`config.mk`:
```
export PLATFORM = sky130hd
export DESIGN_NAME = blrt_ctrl
export DESIGN_NICKNAME = d
export VERILOG_FILES = /design/src/rtl/core/blrt_pkg.sv /design/src/rtl/core/blrt_ctrl.sv
export SDC_FILE = /design/constraint.sdc
export NUM_CORES = 1
export LEC_CHECK = 0
export BUFFER_PORTS_ARGS = -buffer_cell sky130_fd_sc_hd__buf_2
export CORE_AREA = 2 2 39 41
export DETAILED_ROUTE_END_ITERATION = 16
export DIE_AREA = 0 0 41 43
export GPL_ROUTABILITY_DRIVEN = 1
export SYNTH_ARGS = -nofsm -noshare
export SYNTH_HDL_FRONTEND = slang
export SYNTH_SLANG_ARGS = --single-unit
```
`constraint.sdc`:
```
create_clock -name clk -period 1.3 [get_ports clk]
set_clock_uncertainty 0.05 [all_clocks]
set_input_delay 0.065 -clock clk [delete_from_list [all_inputs] [get_ports clk]]
set_output_delay 0.065 -clock clk [all_outputs]
set_load 0.05 [all_outputs]
```
`src/rtl/core/blrt_pkg.sv`:
```
// Shared types and constants for the budgeted LRU residency table.
// Holds item structs, opcodes, controller states and the command/status bundles.
// Depends on nothing.
package blrt_pkg;

	localparam int ENTRIES = 32;
	localparam int IDX_W = 5;
	localparam int CNT_W = 32;
	localparam int SIZE_W = 32;
	localparam int BYTES_W = 40;
	localparam int ORD_W = 64;
	localparam int DONE_W = 6;
	localparam logic [DONE_W-1:0] MAX_EVICT = DONE_W'(32);
	localparam logic [CNT_W-1:0] CNT_MAX = '1;
	localparam logic [BYTES_W-1:0] BYTES_MAX = '1;

	localparam logic [3:0] OP_TOUCH = 4'd0;
	localparam logic [3:0] OP_LOAD = 4'd1;
	localparam logic [3:0] OP_RETAIN = 4'd2;
	localparam logic [3:0] OP_RELEASE = 4'd3;
	localparam logic [3:0] OP_UNLOAD = 4'd4;
	localparam logic [3:0] OP_PIN = 4'd5;
	localparam logic [3:0] OP_UNPIN = 4'd6;
	localparam logic [3:0] OP_ENFORCE = 4'd7;
	localparam logic [3:0] OP_PROTECT = 4'd8;

	localparam logic [1:0] ST_OK = 2'd0;
	localparam logic [1:0] ST_NOT_RES = 2'd1;
	localparam logic [1:0] ST_BUDGET = 2'd2;
	localparam logic [1:0] ST_LIMIT = 2'd3;

	typedef struct packed {
		logic [3:0] opcode;
		logic [IDX_W-1:0] entry_index;
		logic [SIZE_W-1:0] load_size;
	} in_item_t;

	typedef struct packed {
		logic evicted;
		logic [IDX_W-1:0] result_index;
		logic [1:0] status;
		logic [BYTES_W-1:0] used_bytes;
		logic last;
	} out_item_t;

	typedef enum logic [2:0] {
		S_IDLE,
		S_EXEC,
		S_CHECK,
		S_SCAN,
		S_EVICT,
		S_FINAL
	} state_t;

	typedef struct packed {
		logic latch;
		logic exec;
		logic install;
		logic fail;
		logic clr_prot;
		logic scan_start;
		logic scan_step;
		logic evict;
		logic fin;
	} cmd_t;

	typedef struct packed {
		logic needs_check;
		logic is_load;
		logic chk_pass;
		logic chk_fail;
		logic scan_last;
		logic found;
	} stat_t;

endpackage

```
`src/rtl/core/blrt_ctrl.sv`:
```
// Controller state machine for the budgeted LRU residency table.
// Depends on blrt_pkg; drives the datapath by command bundle only.
module blrt_ctrl (
	input  logic            clk,
	input  logic            arst_n,
	input  logic            start,
	input  blrt_pkg::stat_t stat,
	output blrt_pkg::cmd_t  cmd,
	output logic            busy
);

	blrt_pkg::state_t state_q, state_d;

	always_ff @(posedge clk or negedge arst_n) begin
		if (!arst_n) begin
			state_q <= blrt_pkg::S_IDLE;
		end else begin
			state_q <= state_d;
		end
	end

	always_comb begin
		state_d = state_q;
		cmd = '0;
		case (state_q)
			blrt_pkg::S_IDLE: begin
				if (start) begin
					cmd.latch = 1'b1;
					state_d = blrt_pkg::S_EXEC;
				end
			end
			blrt_pkg::S_EXEC: begin
				cmd.exec = 1'b1;
				// A load of a resident entry consumes the protect marks too.
				if (!stat.needs_check) begin
					cmd.clr_prot = stat.is_load;
				end
				state_d = stat.needs_check ? blrt_pkg::S_CHECK : blrt_pkg::S_FINAL;
			end
			blrt_pkg::S_CHECK: begin
				if (stat.chk_pass) begin
					cmd.install = stat.is_load;
					cmd.clr_prot = 1'b1;
					state_d = blrt_pkg::S_FINAL;
				end else if (stat.chk_fail) begin
					cmd.fail = 1'b1;
					cmd.clr_prot = 1'b1;
					state_d = blrt_pkg::S_FINAL;
				end else begin
					cmd.scan_start = 1'b1;
					state_d = blrt_pkg::S_SCAN;
				end
			end
			blrt_pkg::S_SCAN: begin
				cmd.scan_step = 1'b1;
				if (stat.scan_last) begin
					state_d = blrt_pkg::S_EVICT;
				end
			end
			blrt_pkg::S_EVICT: begin
				if (stat.found) begin
					cmd.evict = 1'b1;
					state_d = blrt_pkg::S_CHECK;
				end else begin
					cmd.fail = 1'b1;
					cmd.clr_prot = 1'b1;
					state_d = blrt_pkg::S_FINAL;
				end
			end
			blrt_pkg::S_FINAL: begin
				cmd.fin = 1'b1;
				state_d = blrt_pkg::S_IDLE;
			end
			default: begin
				state_d = blrt_pkg::S_IDLE;
			end
		endcase
	end

	assign busy = (state_q != blrt_pkg::S_IDLE);

endmodule

```
Word-level counts from Yosys, hierarchy flattened --
Index checks and enable logic that the tools add are counted.
Word-level totals: input port bits 9, output and inout bits 10, logic and storage cells 37, register bits after elaboration 3
Cells by class: multiplexer cells 26, reductions and logical operators 3, eq/ne operators 7
Operator list (number):
- two-way mux 3 bit | 6
- two-way mux 1 bit | 15
- one-hot mux 3 bit (5 select lines) | 1
- == test 3 x 2 -> 1 bit, second input constant | 2
- == test 3 bit, second input constant | 2
- two-way mux 2 bit | 2
- != test 2 bit, second input constant | 2
- == test 3 x 1 -> 1 bit, second input constant | 1
- logical NOT 3 bit | 1
- one-hot mux 1 bit (3 select lines) | 1
- nonzero test 3 bit | 1
- one-hot mux 1 bit (2 select lines) | 1
- AND reduction 2 bit | 1

Longest topological paths before layout --
Gate-level depths: netlist of the first run.
word-level depth 3, depth in mapped cells 5, depth with buffers taken out 4

Worst setup path before layout of the first run --
Ideal clock, no wire load.
kind reg2out, start point register state_q[2], end point output cmd[3] (netlist name), cell stages (with the launch flop) 4, arrival time 2.115 ns, setup slack -0.930 ns, required time 1.185 ns, path buffers 1, path through dfrtp_1 > buf_6 > nand2b_1 > nor4_1
RTL lines:
- from (decl) | line blrt_ctrl.sv:12 | blrt_pkg::state_t state_q, state_d;
- from (signal assigned) | line blrt_ctrl.sv:16 | state_q <= blrt_pkg::S_IDLE;
- from (signal assigned) | line blrt_ctrl.sv:18 | state_q <= state_d;
- to (decl) | line blrt_ctrl.sv:8 | output blrt_pkg::cmd_t cmd,

==> summary.md, run 1 <==
| Metric | Value |
|---|---|
| Die width | `41 um` |
| Power share of the clock group | `8.5%` |
| Antenna violations before repair | `0` |
| Crit-path max FO | `6` |
| Register area share after synthesis | `22.7%` |
| Final period util | `113%` |
| Post-Synth XOR/XNOR Area | `0%` |
| Syn avg cell area | `8.06 sq um` |
| RSZ-0062 raised after global routing | `yes` |
| DP Worst Slack | `-0.0738 ns` |
| Synth unique cells | `25` |
| Starting Density | `23.9%` |
| Routed length on met1 | `421 um` |
| H-tree levels | `1` |
| Asr flop ratio synth | `100%` |
| EDFF count, synth | `0` |
| Hold WS | `0.0115 ns` |
| Status | `complete, but fails checks` |
| Largest stage delay on the critical path | `0.45 ns` |
| Top-count cell post-synth | `nor2_1` |
| Reg2Reg Launch Point | `state_q[1]$_DFFE_PN0P_` |
| Combinational family with the most area after synthesis | `simple AND/OR/NAND/NOR gates` |
| CORE AREA | `0.00138 sq mm` |
| Post-detail-place hpwl | `752 um` |
| Bufs and invs on worst path | `1` |
| Layout cells sized above 1 | `74.3%` |
| Routed wl met3 | `41 um` |
| Power Dens Cells | `2630 mW/mm^2` |
| Final hold vios | `0` |
| Vias in the first global route | `385` |
| Slowest CP cell | `dfrtp_2` |
| Max FFs per register | `3` |
| Post-synthesis mux area share | `0%` |
| Clock transition at path regs | `0.04 ns` |
| Crit Path Category | `reg -> out` |
| Layout Nets | `84` |
| Total die area | `0.00176 sq mm` |
| Regs by FF count | `state_q x3` |
| Synth cell count leaders | `nor2_1 (5), a21oi_1 (3), dfrtp_1 (3), nand2_1 (3)` |
| Worst-Skew Late Latency | `0.24 ns` |
| Sw Share | `48.2%` |
| First-pass GRT wire length | `1550 um` |
| Post-Synth Adder-Cell Area | `0%` |
| Layout area overhead | `128%` |
| Final Slew Violations | `0` |
| LEAKAGE | `0.327 nW` |
| CTS root buf | `clkbuf_4` |
| PnR worst setup slack | `-0.170 ns` |
| Final GP Congestion | `0.737` |
| Req. time, crit path | `1.19 ns` |
| Worst Setup SP | `state_q[1]$_DFFE_PN0P_` |
| Sequential share of power | `9.9%` |
| CTS tree | `yes` |
| CP Cell Sequence | `or3_4, nor2_4, buf_8` |
| Die Y | `43 um` |
| Synthesis Warnings | `0` |
| GRT Util Overall | `13.1%` |
| Congestion Overflow GR | `0` |
| Worst-Margin Slew | `0.204 ns` |
| Max layer used | `met4` |
| DR WL/cell | `11.1 um` |
| Compound-Gate Fraction of Synth Area | `31.1%` |
| Cell count after synthesis | `41` |
| Pre-antenna DRT Iters | `2` |
| Minimum clock period | `1.47 ns` |
| Crit end category | `output port` |
| Met2 WL | `526 um` |
| Hold wc startpoint | `stat[1]` |
| Antenna-violating nets left | `0` |
| Synth Register Bits | `3` |
| Violated checks | `setup timing` |
| Slew margin rel. | `86.3%` |
| Max-capacitance violation count | `0` |
| CP Launch Type | `flop` |
| Via count | `432` |
| Post-synth top area cell | `dfrtp_1` |
| Max rail drop VDD | `1.06 mV` |
| Largest net degree at the start of global routing | `10` |
| Largest register by flop count | `state_q` |
| Site row count | `14` |
| Crit path max-delay family | `simple AND/OR/NAND/NOR gates` |
| Comb power frac | `81.5%` |
| Hold crit path type | `in -> reg` |
| # diodes | `0` |
| DR vias/cell | `4.80` |
| Total Routed Length | `1000 um` |
| Worst-case clock buffer depth | `2` |
| Critical Path AT | `1.35 ns` |
| Net Count, Synth | `50` |
| # DRC | `0` |
| Synth top area cells | `dfrtp_1 (23%), buf_6 (6.8%), o32a_1 (6.1%)` |
| Setup violators final | `11` |
| Synth top area share | `22.7%` |
| Post-Synth Simple-Gate Area | `36.0%` |
| Ys flop type | `dfrtp_1` |
| CTS Buf Count | `3` |
| # clock sinks | `3` |
| Peak Freq | `680 MHz` |
| IO Pins | `19` |
| Pint | `0.00103 W` |
| DRT iter0 DRCs | `4` |
| Port bufs | `18` |
| Switch Pwr | `0.000957 W` |
| Synthesized cell area | `330 sq um` |
-- placed cells by master, fill, tap and decap left out, types with 2 or more instances in the layout --
master / n
buf_6: 8
clkbuf_4: 3
nand2_1: 2
buf_8: 5
a21oi_1: 2
nor3_4: 2
nand3b_1: 2
a21oi_2: 2
o32a_1: 2
nor2_4: 4
dfrtp_2: 2
buf_4: 9
buf_2: 8
-- per-layer routing --
| layer | global-route usage [%] | vias up |
|---|---|---|
| li1 | - | 215 |
| met1 | 15.5 | 202 |
| met2 | 20.0 | 13 |
| met3 | 3.14 | 2 |
| met4 | 8.00 | 0 |
| met5 | 0 | - |
-- layout make-up --
class                           count  area [sq um]
Fill cell                         136           631
Multi-Input combinational cell     33           314
Tap cell                           16          20.0
Timing Repair Buffer               32           303
Inverter                            2          12.5
Sequential cell                     3          77.6
Clock buffer                        4          26.3
-- worst register-to-register path, cell delays in order, from the launching register on --
cell,delay [ns]
dfrtp_2,0.45
or3_4,0.42
o211ai_2,0.16
o21ba_1,0.16
-- power by group through the flow --
stage / logic (W) / clock network (W) / registers, W
floorplan: 0.000886 / 0 / 0.000166
global placement: 0.00120 / 0 / 0.000179
detailed placement: 0.00121 / 0 / 0.000181
CTS: 0.00138 / 0.000177 / 0.000186
global route: 0.00172 / 0.000179 / 0.000208
finish: 0.00162 / 0.000169 / 0.000197
-- path summary, 6_finish.rpt --
kind / to / slack [ns] / cells past startpoint
worst max register to register: state_q[2]$_DFFE_PN0P_ / -0.05 / 3
min in group asynchronous: state_q[2]$_DFFE_PN0P_ / 0.10 / 2
worst min-delay path: state_q[0]$_DFFE_PN0P_ / 0.01 / 2
worst min register to register: state_q[1]$_DFFE_PN0P_ / 0.67 / 3
worst max-delay path: cmd[8] / -0.17 / 3
max in group asynchronous: state_q[1]$_DFFE_PN0P_ / 0.98 / 2
-- metrics by stage --
stage / TNS (ns) / utilization [%] / power [W] / area [sq um] / std cells
2_1_floorplan: -0.549 / - / 0.00105 / 384 / 41
4_1_cts: -1.19 / 47.8 / 0.00174 / 662 / 86
5_1_grt: -1.86 / 54.4 / 0.00210 / 753 / 90
6_report: -1.12 / 54.4 / 0.00198 / 753 / 90
3_3_place_gp: -0.163 / 39.6 / 0.00138 / 548 / 81
3_5_place_dp: -0.168 / 39.6 / 0.00139 / 548 / 81
-- kinds of logic after synthesis --
group | after synthesis
and+or+nand+nor | 20
AOI/OAI and AO/OA | 13
buffers and inverters | 5
DFF | 3
-- repair_timing --
item	in CTS	in global routing
hold buffers	1	0
endpoints found under the hold margin	3	0
pin swaps	4	2
endpoints found under the setup margin	12	13
resized for setup	27	17
buffers inserted	0	4
No activity file was read; power rests on OpenSTA's default activity.
==> run 2: changes to the inputs <==
--- a/config.mk
+++ b/config.mk
@@ -6,10 +6,12 @@
 export NUM_CORES = 1
 export LEC_CHECK = 0
 export BUFFER_PORTS_ARGS = -buffer_cell sky130_fd_sc_hd__buf_2
-export CORE_AREA = 2 2 39 41
+export CELL_PAD_IN_SITES_DETAIL_PLACEMENT = 2
+export CELL_PAD_IN_SITES_GLOBAL_PLACEMENT = 2
+export CORE_UTILIZATION = 20
 export DETAILED_ROUTE_END_ITERATION = 16
-export DIE_AREA = 0 0 41 43
 export GPL_ROUTABILITY_DRIVEN = 1
+export PLACE_DENSITY_LB_ADDON = 0.1
 export SYNTH_ARGS = -nofsm -noshare
 export SYNTH_HDL_FRONTEND = slang
 export SYNTH_SLANG_ARGS = --single-unit
==> constraint.sdc (replaced) <==
create_clock -name clk -period 1.41 [get_ports clk]
set_clock_uncertainty 0.05 [all_clocks]
set_input_delay 0.0705 -clock clk [delete_from_list [all_inputs] [get_ports clk]]
set_output_delay 0.0705 -clock clk [all_outputs]
set_load 0.05 [all_outputs]
==> run 2 against run 1 <==
Net effect:
- wire length up 39%
- first-iteration DRC count down 50%
- critical endpoint is now cmd[4]
- sequential power up 3%
- sequential cell count unchanged
- largest cell class unchanged
- non-clock buffer count down 3
- final cell count down 3.3%
- core utilization down 10 points
- clock power down 10%
- the flow still finishes with violations (setup timing)
- critical path depth up 2
- register-to-register slack better by 0.09 ns
==> summary.md, run 2 (same netlist as run 1, synthesis figures left out) <==
| Metric | Value |
|---|---|
| Crit end category | `output port` |
| Regs by FF count | `state_q x3` |
| Layout Nets | `81 (-3.6%)` |
| DR vias/cell | `5.21 (+8.5%)` |
| Crit-path max FO | `6 (unchanged)` |
| Starting Density | `21.7% (-2.2 points)` |
| # diodes | `0 (unchanged)` |
| CORE AREA | `0.00152 sq mm (+10%)` |
| Congestion Overflow GR | `0 (unchanged)` |
| Total Routed Length | `1390 um (+39%)` |
| Max FFs per register | `3 (unchanged)` |
| Final GP Congestion | `0.722 (-2.0%)` |
| Largest net degree at the start of global routing | `13 (+3)` |
| Violated checks | `setup timing` |
| Req. time, crit path | `1.29 ns (+0.10 ns)` |
| GR Util met2 | `26.1% (+6.1 points)` |
| Layout cells sized above 1 | `71.8% (-2.5 points)` |
| Max rail drop VDD | `1.08 mV (+1.7%)` |
| Slowest CP cell | `dfrtp_2` |
| GRT Util Overall | `16.5% (+3.4 points)` |
| Commonest non-fill, non-tap cell in the layout | `buf_4` |
| Largest stage delay on the critical path | `0.44 ns (about the same)` |
| Antenna violations before repair | `0 (unchanged)` |
| Clock transition at path regs | `0.04 ns (about the same)` |
| DR WL/cell | `16.0 um (+43%)` |
| Minimum clock period | `1.50 ns` |
| GR Util met1 | `19.9% (+4.4 points)` |
| Site row count | `14 (unchanged)` |
| Pre-antenna DRT Iters | `4 (+2)` |
| H-tree levels | `1 (unchanged)` |
| Final Slew Violations | `0 (unchanged)` |
| Largest register by flop count | `state_q` |
| # DRC | `0 (unchanged)` |
| Port bufs | `18 (unchanged)` |
| First-pass GRT wire length | `2160 um (+39%)` |
| Peak Freq | `666 MHz` |
| Top Usage Layer GRT | `met2` |
| Die width | `42.6 um (+4.0%)` |
| LEAKAGE | `0.300 nW (-8.3%)` |
| Bufs and invs on worst path | `1 (unchanged)` |
| CTS Buf Count | `3 (unchanged)` |
| M3 GR Usage | `3.02% (-0.12 points)` |
| IO Pins | `19 (unchanged)` |
| # clock sinks | `3 (unchanged)` |
| Worst Setup SP | `state_q[1]$_DFFE_PN0P_` |
| CTS tree | `yes` |
| Critical Path AT | `1.38 ns (+0.03 ns)` |
| PnR worst setup slack | `-0.0917 ns (+0.0779 ns)` |
| Post-detail-place hpwl | `1010 um (+34%)` |
| Power Dens Cells | `2420 mW/mm^2 (-8.2%)` |
| Total die area | `0.00182 sq mm (+3.1%)` |
| Crit path max-delay family | `flip-flops` |
| Status | `complete, but fails checks` |
| Final hold vios | `0 (unchanged)` |
| CP Launch Type | `flop` |
| Vias in the first global route | `463 (+20%)` |
| Antenna-violating nets left | `0 (unchanged)` |
| Fill cells | `168 (+24%)` |
| Worst-Margin Slew | `0.214 ns (+0.00960 ns)` |
| DRT iter0 DRCs | `2 (-2)` |
| Hold crit path type | `in -> reg` |
| Reg2Reg Launch Point | `state_q[1]$_DFFE_PN0P_` |
| RSZ-0062 raised after global routing | `yes` |
| Max-capacitance violation count | `0 (unchanged)` |
| CTS root buf | `clkbuf_4` |
| Worst-Skew Late Latency | `0.24 ns (about the same)` |
| Commonest non-fill, non-tap cells in the layout | `buf_4 (11), buf_2 (8), buf_6 (7)` |
| Hold wc startpoint | `stat[1]` |
| Setup violators final | `7 (-4)` |
| Total power | `0.00163 W (-18%)` |
| Final period util | `107%` |
| CP Cell Sequence | `nor2b_4, o21ai_2, a21oi_2, a31o_2, buf_8` |
| Via count | `453 (+4.9%)` |
| Worst-case clock buffer depth | `2 (unchanged)` |
| Slew margin rel. | `85.7% (-0.58 points)` |
| DP Worst Slack | `-0.0575 ns (+0.0162 ns)` |
| Crit Path Category | `reg -> out` |
| Die Y | `42.6 um (-0.84%)` |
| Layout area overhead | `103%` |
| Reg2Reg Setup Slack | `0.04 ns (+0.09 ns)` |
[run 2: metal layers]
layer  part of all wire (%)  up-vias
met5                      0        -
met4                    2.2        0
met3                    3.7        4
met2                     53       14
met1                     41      223
li1                       -      212
[run 2: per-stage QoR]
step | setup TNS (ns) | hold slack (ns) | instance area (sq um) | utilization (%) | std cells
floorplan | -0.0918 | -0.275 | 378 | - | 41
global placement | 0 | -0.180 | 504 | 33.1 | 76
detailed placement | -0.0939 | -0.172 | 504 | 33.1 | 76
CTS | -0.346 | 0.0216 | 649 | 42.6 | 84
global route | -0.676 | 0.0253 | 672 | 44.1 | 87
finish | -0.256 | 0.0252 | 672 | 44.1 | 87
[run 2: final cells by class]
class | count | area [sq um] | share of cell area [%]
Multi-Input combinational cell | 33 | 294 | 43.8
Timing Repair Buffer | 29 | 246 | 36.7
Clock buffer | 4 | 26.3 | 3.91
Tap cell | 16 | 20.0 | 2.98
Inverter | 2 | 7.51 | 1.12
Sequential cell | 3 | 77.6 | 11.5
[run 2: worst reg2reg max path: cells and delay by family, from the launching register on]
| family | cells | cell delay, ns |
|---|---|---|
| AND/OR/NAND/NOR | 1 | 0.42 |
| flip-flops | 1 | 0.45 |
| AO/OA/AOI/OAI | 2 | 0.32 |
[run 2: what timing repair did]
item                                    CTS  global route
pin swaps                                 3             3
endpoints found under the setup margin   12            11
resized for setup                        29             1
setup buffers                             3             4
hold endpoints to repair                  3             0
hold buffers                              1             0
[run 2: path summary, 6_finish.rpt]
kind                       cells past startpoint                      to
setup / recovery                               5                  cmd[4]
hold / removal                                 2  state_q[0]$_DFFE_PN0P_
setup reg to reg                               3  state_q[2]$_DFFE_PN0P_
hold reg to reg                                2  state_q[1]$_DFFE_PN0P_
max in group asynchronous                      2  state_q[2]$_DFFE_PN0P_
min in group asynchronous                      2  state_q[1]$_DFFE_PN0P_
[run 2: power by group]
| group | total (W) | leakage [nW] | internal, W | switching, W |
|---|---|---|---|---|
| registers | 0.000203 | 0.0351 | 0.000130 | 0.0000731 |
| logic | 0.00127 | 0.250 | 0.000547 | 0.000723 |
| clock network | 0.000152 | 0.0150 | 0.000106 | 0.0000462 |
==> run 3: changes to the inputs <==
--- a/config.mk
+++ b/config.mk
@@ -11,6 +11,7 @@
 export CORE_UTILIZATION = 20
 export DETAILED_ROUTE_END_ITERATION = 16
 export GPL_ROUTABILITY_DRIVEN = 1
+export HOLD_SLACK_MARGIN = 0.05
 export PLACE_DENSITY_LB_ADDON = 0.1
 export SYNTH_ARGS = -nofsm -noshare
 export SYNTH_HDL_FRONTEND = slang
==> run 3 against run 2 <==
Net effect:
- the flow still finishes with violations (setup timing)
- critical path depth unchanged
- final cell count up 1.1%
- combinational power about the same
- final area up 1.5%
- non-clock buffer count up 1
- sequential power about the same
- largest cell class unchanged
- worst setup slack about the same
- via count up 2.0%
- first-iteration DRC count unchanged
==> summary.md, run 3 (same netlist as run 1, synthesis figures left out) <==
| Metric | Value |
|---|---|
| Status | `complete, but fails checks` |
| Violated checks | `setup timing` |
| Crit Path Category | `reg -> out` |
| Req. time, crit path | `1.29 ns (about the same)` |
| Met2 WL | `734 um (-0.14%)` |
| Total power | `0.00163 W (+0.19%)` |
| Commonest non-fill, non-tap cells in the layout | `buf_4 (11), buf_2 (8), buf_6 (7)` |
| DP Worst Slack | `-0.0575 ns (unchanged)` |
| CTS Buf Count | `3 (unchanged)` |
| Crit path max-delay family | `flip-flops` |
| RSZ-0062 raised after global routing | `yes` |
| Layout cells sized above 1 | `70.8% (-1.0 points)` |
| CTS tree | `yes` |
| Final Cell Area | `682 sq um (+1.5%)` |
| H-tree levels | `1 (unchanged)` |
| First-pass GRT wire length | `2170 um (+0.32%)` |
| Layout Nets | `82 (+1.2%)` |
| Slowest CP cell | `dfrtp_2` |
| Slew margin rel. | `85.7% (unchanged)` |
| CORE AREA | `0.00152 sq mm (unchanged)` |
| Port bufs | `18 (unchanged)` |
| Site row count | `14 (unchanged)` |
| Die Y | `42.6 um (unchanged)` |
| DR vias/cell | `5.25 (+0.83%)` |
| # DRC | `0 (unchanged)` |
| # clock sinks | `3 (unchanged)` |
| Final hold vios | `0 (unchanged)` |
| Hold crit path type | `in -> async` |
| Clock transition at path regs | `0.04 ns (about the same)` |
| TNS Setup | `-0.256 ns (-0.000871 ns)` |
| Pre-antenna DRT Iters | `4 (unchanged)` |
| Critical Path AT | `1.38 ns (about the same)` |
| Total die area | `0.00182 sq mm (unchanged)` |
| Critical R2R Capture | `state_q[2]$_DFFE_PN0P_` |
| Bufs and invs on worst path | `1 (unchanged)` |
| Setup violators final | `7 (unchanged)` |
| Layout area overhead | `106%` |
| Total Routed Length | `1400 um (+0.79%)` |
| Largest stage delay on the critical path | `0.44 ns (about the same)` |
| Crit-path max FO | `6 (unchanged)` |
| Worst-Skew Late Latency | `0.24 ns (about the same)` |
| Post-DP Area | `504 sq um (unchanged)` |
| CP Launch Type | `flop` |
| Die width | `42.6 um (unchanged)` |
| Antenna-violating nets left | `0 (unchanged)` |
| Antenna violations before repair | `0 (unchanged)` |
| Power Dens Cells | `2390 mW/mm^2 (-1.3%)` |
| # diodes | `0 (unchanged)` |
| Congestion Overflow GR | `0 (unchanged)` |
| Reg2Reg Launch Point | `state_q[1]$_DFFE_PN0P_` |
| Worst-case clock buffer depth | `2 (unchanged)` |
| LEAKAGE | `0.304 nW (+1.4%)` |
| Max FFs per register | `3 (unchanged)` |
| GRT Util Overall | `16.6% (+0.088 points)` |
| CTS root buf | `clkbuf_4` |
| Routed length on met1 | `583 um (+2.1%)` |
| Post-detail-place hpwl | `1010 um (unchanged)` |
| Largest register by flop count | `state_q` |
| CP Cell Sequence | `nor2b_4, o21ai_2, a21oi_2, a31o_2, buf_8` |
| Reg2Reg Depth | `3 (unchanged)` |
| Crit end category | `output port` |
| PnR worst setup slack | `-0.0917 ns (+0.00000100 ns)` |
| Final period util | `107% (about the same)` |
| Final Slew Violations | `0 (unchanged)` |
| Largest net degree at the start of global routing | `13 (unchanged)` |
| Max rail drop VDD | `1.08 mV (about the same)` |
| Routed wl met3 | `52 um (unchanged)` |
| Regs by FF count | `state_q x3` |
| Vias in the first global route | `467 (+0.86%)` |
| Worst-Margin Slew | `0.214 ns (-0.000000119 ns)` |
| Max-capacitance violation count | `0 (unchanged)` |
| Via count | `462 (+2.0%)` |
| Reg2Reg Setup Slack | `0.04 ns (about the same)` |
| Peak Freq | `666 MHz (unchanged)` |
| Starting Density | `21.7% (unchanged)` |
| IO Pins | `19 (unchanged)` |
| Util after Layout | `44.7% (+0.66 points)` |
| Commonest non-fill, non-tap cell in the layout | `buf_4` |
| DR WL/cell | `15.9 um (-0.35%)` |
| Minimum clock period | `1.50 ns (-0.00000100 ns)` |
| DRT iter0 DRCs | `2 (unchanged)` |
| Final GP Congestion | `0.722 (unchanged)` |
| Max layer used | `met4` |
-- run 3: through the flow --
step	instances	hold WS (ns)
detailed placement	76	-0.172
finish	88	0.111
global route	88	0.108
CTS	85	0.113
global placement	76	-0.180
floorplan	41	-0.275
-- run 3: timing repair --
item	4_1_cts	5_1_grt
cloned	0	0
pin swaps	3	3
endpoints found under the setup margin	12	11
buffers inserted	3	4
hold endpoints to repair	4	0
hold buffers	2	0
resized for setup	29	1
-- run 3: how the worst max path moves through the flow --
stage / start / endpoint / slack [ns] / depth (start not counted)
2_1_floorplan: state_q[0]$_DFFE_PN0P_ / cmd[1] / -0.07 / 2
3_5_place_dp: state_q[1]$_DFFE_PN0P_ / cmd[4] / -0.06 / 5
6_report: state_q[1]$_DFFE_PN0P_ / cmd[4] / -0.09 / 5
5_1_grt: state_q[1]$_DFFE_PN0P_ / cmd[4] / -0.17 / 5
3_3_place_gp: state_q[1]$_DFFE_PN0P_ / cmd[4] / 0.02 / 5
4_1_cts: state_q[1]$_DFFE_PN0P_ / cmd[4] / -0.09 / 5
-- run 3: layer usage --
metal  global-route usage, %  up-vias
met5                       0        -
met4                    11.3        0
met2                    26.1       14
met3                    3.02        4
met1                    20.2      230
li1                        -      214
-- run 3: worst register-to-register path, cell delays in order (launching register included) --
cell and delay [ns]:
dfrtp_2 0.45, or3_4 0.42, o211ai_2 0.16, o21ba_1 0.16
-- run 3: area by class of cell --
cell class	instances	area, sq um
Clock buffer	4	26.3
Fill cell	168	842
Inverter	2	7.51
Multi-Input combinational cell	33	294
Sequential cell	3	77.6
Tap cell	16	20.0
Timing Repair Buffer	30	256
-- run 3: power by group --
part	internal (W)	switching, W	leakage, nW
Clock	0.000106	0.0000462	0.0150
Sequential	0.000130	0.0000731	0.0351
Combinational	0.000549	0.000724	0.254
